==> src/rtl/gcyc_pkg.sv <==
package gcyc_pkg;

    // default sizing of the graph store
    localparam int MAX_NODES_DEF = 64;
    localparam int MAX_DEPS_DEF  = 8;

    // fixed field widths of the ports
    localparam int IDX_W = 6;
    localparam int CFG_W = 7;

    // search colours
    typedef enum logic [1:0] {
        COL_WHITE = 2'd0,
        COL_GREY  = 2'd1,
        COL_BLACK = 2'd2
    } colour_t;

endpackage

==> src/rtl/graph_cycle_detector.sv <==
// channel   direction  handshake              word
// --------  ---------  ---------------------  ----------------------------------------
// input     in         in_valid / in_stall    node_index, dep_index, has_dep, last
// output    out        out_valid / out_stall  has_cycle, dropped
// config    in         cfg_valid / cfg_ready  graph_size
//
// an item without an edge, or with its node outside the graph, is taken in S_IDLE alone
// an item with an edge for a node in the graph goes on to S_LOAD (count read, then write)
// search: a start node passes S_START, S_START_CHK; an edge S_SCAN, S_EDGE, S_COLOUR (a dep
// outside the graph skips S_COLOUR); a pop S_SCAN, then S_POP but for the last; reads registered
// after reset and after each answer a clearing pass over all MAX_NODES nodes wipes counts and colours
// the result sits in an output register; a stalled result holds the next answer back only
module graph_cycle_detector
    import gcyc_pkg::*;
#(
    parameter int MAX_NODES = MAX_NODES_DEF,
    parameter int MAX_DEPS  = MAX_DEPS_DEF
)
(
    input  logic             clk,
    input  logic             rst_n,
    // configuration
    input  logic             cfg_valid,
    output logic             cfg_ready,
    input  logic [CFG_W-1:0] graph_size,
    // edge words
    input  logic             in_valid,
    output logic             in_stall,
    input  logic [IDX_W-1:0] node_index,
    input  logic [IDX_W-1:0] dep_index,
    input  logic             has_dep,
    input  logic             last,
    // answer words
    output logic             out_valid,
    input  logic             out_stall,
    output logic             has_cycle,
    output logic             dropped
);

    // widths that follow from the sizing
    localparam int NODE_W = $clog2(MAX_NODES);
    localparam int CNT_W  = $clog2(MAX_NODES + 1);
    localparam int EW     = (CNT_W > CFG_W) ? CNT_W : CFG_W;
    localparam int DEP_W  = $clog2(MAX_DEPS + 1);
    localparam int EDGES  = MAX_NODES * MAX_DEPS;
    localparam int AW     = $clog2(EDGES);
    localparam int NW     = DEP_W + 2;
    localparam int SW     = NODE_W + 2 * DEP_W;

    typedef enum logic [9:0] {
        S_CLEAR     = 10'b00_0000_0001,
        S_IDLE      = 10'b00_0000_0010,
        S_LOAD      = 10'b00_0000_0100,
        S_START     = 10'b00_0000_1000,
        S_START_CHK = 10'b00_0001_0000,
        S_SCAN      = 10'b00_0010_0000,
        S_EDGE      = 10'b00_0100_0000,
        S_COLOUR    = 10'b00_1000_0000,
        S_POP       = 10'b01_0000_0000,
        S_DONE      = 10'b10_0000_0000
    } state_t;

    // memories: per node {dep count, colour}, dependency lists, search stack
    logic [NW-1:0]    node_mem  [MAX_NODES];
    logic [IDX_W-1:0] edge_mem  [EDGES];
    logic [SW-1:0]    stack_mem [MAX_NODES];

    logic              nm_we;
    logic [NODE_W-1:0] nm_waddr;
    logic [NW-1:0]     nm_wdata;
    logic [NODE_W-1:0] nm_raddr;
    logic [NW-1:0]     nm_rdata;
    logic              em_we;
    logic [AW-1:0]     em_waddr;
    logic [IDX_W-1:0]  em_wdata;
    logic [AW-1:0]     em_raddr;
    logic [IDX_W-1:0]  em_rdata;
    logic              sm_we;
    logic [NODE_W-1:0] sm_waddr;
    logic [SW-1:0]     sm_wdata;
    logic [NODE_W-1:0] sm_raddr;
    logic [SW-1:0]     sm_rdata;

    // control state
    state_t            state_reg, state_next;
    logic [NODE_W-1:0] clr_reg, clr_next;
    logic [CNT_W-1:0]  depth_reg, depth_next;
    logic [CFG_W-1:0]  graph_size_reg;
    logic              drop_reg, drop_next;
    logic              found_reg, found_next;
    logic              out_valid_reg, out_valid_next;

    // working registers
    logic [EW-1:0]     n_reg, n_next;
    logic [EW-1:0]     start_reg, start_next;
    logic [NODE_W-1:0] cur_reg, cur_next;
    logic [DEP_W-1:0]  nd_reg, nd_next;
    logic [DEP_W-1:0]  cnt_reg, cnt_next;
    logic [NODE_W-1:0] d_reg, d_next;
    logic [NODE_W-1:0] ld_node_reg, ld_node_next;
    logic [IDX_W-1:0]  ld_dep_reg, ld_dep_next;
    logic              ld_last_reg, ld_last_next;
    logic              has_cycle_reg, has_cycle_next;
    logic              dropped_reg, dropped_next;

    // helpers
    logic [EW-1:0]     eff_count;
    logic [EW-1:0]     node_ext;
    logic [EW-1:0]     d_ext;
    logic              accept;
    colour_t           rd_colour;
    logic [DEP_W-1:0]  rd_count;
    logic [NODE_W-1:0] stk_node;
    logic [DEP_W-1:0]  stk_nd;
    logic [DEP_W-1:0]  stk_cnt;

    assign eff_count = (EW'(graph_size_reg) > EW'(MAX_NODES)) ? EW'(MAX_NODES)
                                                             : EW'(graph_size_reg);
    assign node_ext  = EW'(node_index);
    assign d_ext     = EW'(em_rdata);
    assign accept    = in_valid && !in_stall;
    assign rd_colour = colour_t'(nm_rdata[1:0]);
    assign rd_count  = nm_rdata[NW-1:2];
    assign {stk_node, stk_nd, stk_cnt} = sm_rdata;

    assign cfg_ready = 1'b1;
    assign in_stall  = (state_reg != S_IDLE);
    assign out_valid = out_valid_reg;
    assign has_cycle = has_cycle_reg;
    assign dropped   = dropped_reg;

    // sequencer
    always_comb
    begin
        state_next     = state_reg;
        clr_next       = clr_reg;
        depth_next     = depth_reg;
        drop_next      = drop_reg;
        found_next     = found_reg;
        out_valid_next = out_valid_reg && out_stall;
        n_next         = n_reg;
        start_next     = start_reg;
        cur_next       = cur_reg;
        nd_next        = nd_reg;
        cnt_next       = cnt_reg;
        d_next         = d_reg;
        ld_node_next   = ld_node_reg;
        ld_dep_next    = ld_dep_reg;
        ld_last_next   = ld_last_reg;
        has_cycle_next = has_cycle_reg;
        dropped_next   = dropped_reg;

        nm_we    = 1'b0;
        nm_waddr = cur_reg;
        nm_wdata = '0;
        nm_raddr = cur_reg;
        em_we    = 1'b0;
        em_waddr = AW'(ld_node_reg) * AW'(MAX_DEPS) + AW'(rd_count);
        em_wdata = ld_dep_reg;
        em_raddr = AW'(cur_reg) * AW'(MAX_DEPS) + AW'(nd_reg);
        sm_we    = 1'b0;
        sm_waddr = depth_reg[NODE_W-1:0] - NODE_W'(1);
        sm_wdata = {cur_reg, nd_reg, cnt_reg};
        sm_raddr = depth_reg[NODE_W-1:0] - NODE_W'(2);

        case (state_reg)
            // wipe counts and colours, one node a cycle
            S_CLEAR:
            begin
                nm_we    = 1'b1;
                nm_waddr = clr_reg;
                nm_wdata = '0;
                if (clr_reg == NODE_W'(MAX_NODES - 1))
                begin
                    state_next = S_IDLE;
                end
                else
                begin
                    clr_next = clr_reg + NODE_W'(1);
                end
            end

            S_IDLE:
            begin
                nm_raddr = node_ext[NODE_W-1:0];
                if (accept)
                begin
                    n_next       = eff_count;
                    start_next   = '0;
                    ld_node_next = node_ext[NODE_W-1:0];
                    ld_dep_next  = dep_index;
                    ld_last_next = last;
                    if (has_dep && (node_ext < eff_count))
                    begin
                        state_next = S_LOAD;
                    end
                    else
                    begin
                        if (has_dep)
                        begin
                            drop_next = 1'b1;
                        end
                        if (last)
                        begin
                            state_next = S_START;
                        end
                    end
                end
            end

            // count of the node is in, append or drop on a full list
            S_LOAD:
            begin
                if (rd_count >= DEP_W'(MAX_DEPS))
                begin
                    drop_next = 1'b1;
                end
                else
                begin
                    em_we    = 1'b1;
                    nm_we    = 1'b1;
                    nm_waddr = ld_node_reg;
                    nm_wdata = {rd_count + DEP_W'(1), nm_rdata[1:0]};
                end
                state_next = ld_last_reg ? S_START : S_IDLE;
            end

            S_START:
            begin
                nm_raddr = start_reg[NODE_W-1:0];
                if (start_reg == n_reg)
                begin
                    state_next = S_DONE;
                end
                else
                begin
                    state_next = S_START_CHK;
                end
            end

            S_START_CHK:
            begin
                if (rd_colour != COL_WHITE)
                begin
                    start_next = start_reg + EW'(1);
                    state_next = S_START;
                end
                else
                begin
                    nm_we      = 1'b1;
                    nm_waddr   = start_reg[NODE_W-1:0];
                    nm_wdata   = {rd_count, COL_GREY};
                    cur_next   = start_reg[NODE_W-1:0];
                    nd_next    = '0;
                    cnt_next   = rd_count;
                    depth_next = CNT_W'(1);
                    state_next = S_SCAN;
                end
            end

            // next dependency of the top node, or retire it
            S_SCAN:
            begin
                if (nd_reg < cnt_reg)
                begin
                    nd_next    = nd_reg + DEP_W'(1);
                    state_next = S_EDGE;
                end
                else
                begin
                    nm_we      = 1'b1;
                    nm_waddr   = cur_reg;
                    nm_wdata   = {cnt_reg, COL_BLACK};
                    depth_next = depth_reg - CNT_W'(1);
                    if (depth_reg == CNT_W'(1))
                    begin
                        start_next = start_reg + EW'(1);
                        state_next = S_START;
                    end
                    else
                    begin
                        state_next = S_POP;
                    end
                end
            end

            // dependencies outside the graph are skipped
            S_EDGE:
            begin
                d_next   = d_ext[NODE_W-1:0];
                nm_raddr = d_ext[NODE_W-1:0];
                if (d_ext >= n_reg)
                begin
                    state_next = S_SCAN;
                end
                else
                begin
                    state_next = S_COLOUR;
                end
            end

            S_COLOUR:
            begin
                state_next = S_SCAN;
                if (rd_colour == COL_GREY)
                begin
                    found_next = 1'b1;
                    state_next = S_DONE;
                end
                else if ((rd_colour == COL_WHITE) && (depth_reg < CNT_W'(MAX_NODES)))
                begin
                    nm_we      = 1'b1;
                    nm_waddr   = d_reg;
                    nm_wdata   = {rd_count, COL_GREY};
                    sm_we      = 1'b1;
                    cur_next   = d_reg;
                    nd_next    = '0;
                    cnt_next   = rd_count;
                    depth_next = depth_reg + CNT_W'(1);
                end
            end

            // parent frame back from the stack
            S_POP:
            begin
                cur_next   = stk_node;
                nd_next    = stk_nd;
                cnt_next   = stk_cnt;
                state_next = S_SCAN;
            end

            // hand the answer over once the output register is free
            S_DONE:
            begin
                if (!out_valid_reg || !out_stall)
                begin
                    out_valid_next = 1'b1;
                    has_cycle_next = found_reg;
                    dropped_next   = drop_reg;
                    found_next     = 1'b0;
                    drop_next      = 1'b0;
                    depth_next     = '0;
                    clr_next       = '0;
                    state_next     = S_CLEAR;
                end
            end

            default:
            begin
                state_next = S_CLEAR;
                clr_next   = '0;
            end
        endcase
    end

    always_ff @(posedge clk or negedge rst_n)
    begin
        if (!rst_n)
        begin
            state_reg      <= S_CLEAR;
            clr_reg        <= '0;
            depth_reg      <= '0;
            drop_reg       <= 1'b0;
            found_reg      <= 1'b0;
            out_valid_reg  <= 1'b0;
            graph_size_reg <= '0;
        end
        else
        begin
            state_reg     <= state_next;
            clr_reg       <= clr_next;
            depth_reg     <= depth_next;
            drop_reg      <= drop_next;
            found_reg     <= found_next;
            out_valid_reg <= out_valid_next;
            if (cfg_valid && cfg_ready)
            begin
                graph_size_reg <= graph_size;
            end
        end
    end

    always_ff @(posedge clk)
    begin
        n_reg         <= n_next;
        start_reg     <= start_next;
        cur_reg       <= cur_next;
        nd_reg        <= nd_next;
        cnt_reg       <= cnt_next;
        d_reg         <= d_next;
        ld_node_reg   <= ld_node_next;
        ld_dep_reg    <= ld_dep_next;
        ld_last_reg   <= ld_last_next;
        has_cycle_reg <= has_cycle_next;
        dropped_reg   <= dropped_next;
    end

    // node memory
    always_ff @(posedge clk)
    begin
        if (nm_we)
        begin
            node_mem[nm_waddr] <= nm_wdata;
        end
        nm_rdata <= node_mem[nm_raddr];
    end

    // edge memory
    always_ff @(posedge clk)
    begin
        if (em_we)
        begin
            edge_mem[em_waddr] <= em_wdata;
        end
        em_rdata <= edge_mem[em_raddr];
    end

    // stack memory
    always_ff @(posedge clk)
    begin
        if (sm_we)
        begin
            stack_mem[sm_waddr] <= sm_wdata;
        end
        sm_rdata <= stack_mem[sm_raddr];
    end

endmodule
==> config.mk <==
export PLATFORM = sky130hd
export DESIGN_NAME = graph_cycle_detector
export DESIGN_NICKNAME = d
export VERILOG_FILES = /design/src/rtl/gcyc_pkg.sv /design/src/rtl/graph_cycle_detector.sv
export SDC_FILE = /design/constraint.sdc
export NUM_CORES = 2
export LEC_CHECK = 0
export BUFFER_PORTS_ARGS = -buffer_cell sky130_fd_sc_hd__clkbuf_2
export CAP_MARGIN = 20
export CORE_MARGIN = 2
export CORE_UTILIZATION = 35
export DETAILED_ROUTE_END_ITERATION = 7
export HOLD_SLACK_MARGIN = 0.08
export PLACE_DENSITY = 0.53
export SETUP_SLACK_MARGIN = 0.02
export SLEW_MARGIN = 20
export SYNTH_ARGS = -nofsm -noshare
export SYNTH_HDL_FRONTEND = slang
export SYNTH_MEMORY_MAX_BITS = 65536
export SYNTH_SLANG_ARGS = --single-unit
==> constraint.sdc <==
create_clock -name clk -period 17.48 [get_ports clk]
set_input_delay 1.748 -clock clk [delete_from_list [all_inputs] [get_ports clk]]
set_output_delay 1.748 -clock clk [all_outputs]
set_load 0.02 [all_outputs]
==> flow_summary.yaml <==
status:
  outcome: "completed"
cts:
  clock-root-buffer: "clkbuf_16"
  cts.clk_slew.worst_paths_ns: 0.06
  cts_buffers: 451
  ctsHoldBuffers: 0
  cts_resized: 0
  postCtsSetupBuffers: 0
  htree_num_levels: 5
  clk_latency_ns: 1.03
  cts.path.max_buffers: 4
  cts_tree: "built"
  clock-sinks: 4460
power_and_ir_drop:
  max-vdd-ir-drop_mv: 0.0806
  power.leakage_nw: 59.5
  p_per_area_nw_per_um2: 106
detailed_routing:
  drt_pass1_iterations: 6
  drt_iter0_markers: 10200
  wl_per_cell_um: 30.3
  via_per_inst: 5.53
  drcViolationCount: 0
  vias: 88200
  antenna_left: 0
  drt-total-wl_um: 484000
min_path:
  worstHoldPathCells: 0
  min_to: "has_cycle$_DFFE_PP_"
  worstHoldStart: "found_reg$_DFFE_PN0P_"
  hold_path.class: "reg2reg"
sta:
  tightest_slew_ns: 1.19
  rsz0062_at_grt: "no"
  drv_slew: 0
  hold_viol: 0
  post-route-min-period_ns: 7.03
  fmax_mhz: 142
  post-route-period-util: 0.402
  slew_headroom: 0.207
  setup_tns_ns: 0
  setup_viol: 0
  fin_skew_ns: 0.0919
global_route:
  grt_remaining_overflow: 0
  grt_start_max_net_pins: 175
  grt_pass1_vias: 89700
  grt_pass1_wl_um: 686000
  antenna_found_initial: 22
  grt_use_total: 0.187
logic_synthesis:
  syn_inst: 8689
  synth_edf_count: 4401
  yosysTopAreaCellShare: 0.753
  synth.largest_area_cell: "edfxtp_1"
  async_reset_ff_frac: 0.00740
  yosysSeqAreaShare: 0.761
  syn_avg_cell_area_sq_um: 20.2
  synth_area_sq_um: 175000
  yosysWarnings: 0
  synth_cell_type_count: 89
  yosys_register_bits: 4460
  synth_area_leaders: "edfxtp_1 75%, mux4_2 13%, mux2i_1 2.2%"
  synthFlopType: "edfxtp_1"
  synthesis.nets: 8746
floorplanning:
  ios: 31
  die_w_um: 712
  core_sq_um: 500000
  start_util: 0.351
  rows: 260
  die_h_um: 712
  design.die.area_sq_um: 507000
cells_and_area:
  largest_reg_flops: 3072
  syn_to_final_growth_pct: 12.9
  layout_commonest_cell: "edfxtp_1"
  fin_util: 0.396
  layout_common_cells: "4,401 x edfxtp_1, 1,018 x mux4_2, 742 x nor2_1, 454 x clkbuf_16, 385 x mux2i_1"
  largest_register: "edge_mem"
  drive_gt1_frac: 0.221
  nets: 8950
  top_regs: "edge_mem x3072, stack_mem x896, node_mem x384"
worst_setup_path:
  r2r_cells: 11
  crit_buf_inv: 5
  crit_top_cell: "buf_4"
  r2r_start: "nd_reg[0]$_DFFE_PP_"
  critical-path-top-delay-family: "buffers and inverters"
  crit_type: "reg2reg"
  crit_chain: "buf_4 > buf_12 > buf_4 > buf_4 > buf_4 > mux4_2 > mux4_2 > a21oi_1 > a2111oi_0 > nand4b_1 > and3_1"
  slowest_delay_ns: 1.03
  r2r_end: "em_rdata[4]$_DFF_P_"
  path_max_fanout: 85
  cp_slowest_cell: "edfxtp_1"
  r2r_slack_ns: 10.45
  end_kind: "flip-flop"
  crit_required_ns: 18.35
  cp.arrival_ns: 7.90
  cp-start-kind: "flip-flop"
placed_design:
  port_buffers: 29
  gp_congestion: 0.817
  dp_hpwl_um: 286000
run:
  drv_cap: 0
-- cell usage after synthesis, drive strengths merged (12+ instances only) --
cell type,number
edfxtp,4401
dfxtp,26
ha,31
xnor2,20
mux2,18
o221ai,140
nand4,23
nor2,769
nand2b,14
a21o,12
and2,17
o21ai,175
a2111oi,23
mux4,1018
nor3,46
o32ai,12
xor2,14
nand3,71
a32oi,13
nor2b,32
o22ai,84
a22oi,17
nand2,314
inv,29
buf,250
dfrtp,32
a211o,13
a211oi,70
o211ai,22
clkbuf,285
mux2i,385
nor4,15
a21oi,154
-- per-stage QoR --
| step | total power [mW] | area (sq um) | std cells | setup WS, ns | hold WS [ns] |
|---|---|---|---|---|---|
| 3_3_place_gp | 11.8 | 184000 | 15100 | 10.41 | 0.441 |
| 4_1_cts | 21.2 | 198000 | 15900 | 10.32 | 0.462 |
| 3_5_place_dp | 11.8 | 184000 | 15100 | 10.37 | 0.435 |
| 6_report | 21.0 | 198000 | 16000 | 10.45 | 0.451 |
| 5_1_grt | 21.6 | 198000 | 16000 | 9.87 | 0.474 |
| 2_1_floorplan | 11.8 | 175000 | 8689 | 9.89 | 0.408 |
-- power breakdown --
group / internal (mW) / switching (mW) / leakage (nW)
Combinational: 0.00621 / 0.00760 / 16.2
Clock: 5.33 / 4.13 / 7.00
Sequential: 11.6 / 0.00144 / 36.3
-- layer usage --
metal / GRT usage / part of all wire
met1: 0.255 / 0.41
met2: 0.306 / 0.48
met5: 0 / 0.00012
met3: 0.0280 / 0.067
met4: 0.0627 / 0.035
-- area by class of cell --
type                    count  area [sq um]
clock buffers             578         12000
diodes                      7          17.5
repair buffers            286          2230
multi-input cells        3664         39600
well taps                6681          8360
inverters                  30           118
clock inverters           252          2330
fillers                 44600        302000
flip-flops and latches   4460        134000
-- worst max-delay path by stage --
stage                                     start  cells past startpoint                        to
after floorplan           em_wdata[0]$_DFFE_PP_                      0  edge_mem[0][0]$_DFFE_PP_
after global placement      nd_reg[0]$_DFFE_PP_                     11       em_rdata[4]$_DFF_P_
after detailed placement    nd_reg[0]$_DFFE_PP_                     11       em_rdata[4]$_DFF_P_
after CTS                   nd_reg[0]$_DFFE_PP_                     11       em_rdata[4]$_DFF_P_
after global routing        nd_reg[0]$_DFFE_PP_                     11       em_rdata[4]$_DFF_P_
final                       nd_reg[0]$_DFFE_PP_                     11       em_rdata[4]$_DFF_P_
-- cells by family (layout without fill, tap and decap cells) --
| logic type | count (synthesis) | count (layout) | share of synthesized area |
|---|---|---|---|
| buf+inv | 565 | 1146 | 0.0165 |
| other cells | 1 | 8 | 0.0000214 |
| flops | 4460 | 4460 | 0.761 |
| fa+ha+maj | 31 | 31 | 0.00221 |
| compound gates | 828 | 828 | 0.0324 |
| mux | 1421 | 1421 | 0.154 |
| simple gates | 1349 | 1349 | 0.0324 |
| xor+xnor | 34 | 34 | 0.00170 |
Power figures use the tool's default switching activity.
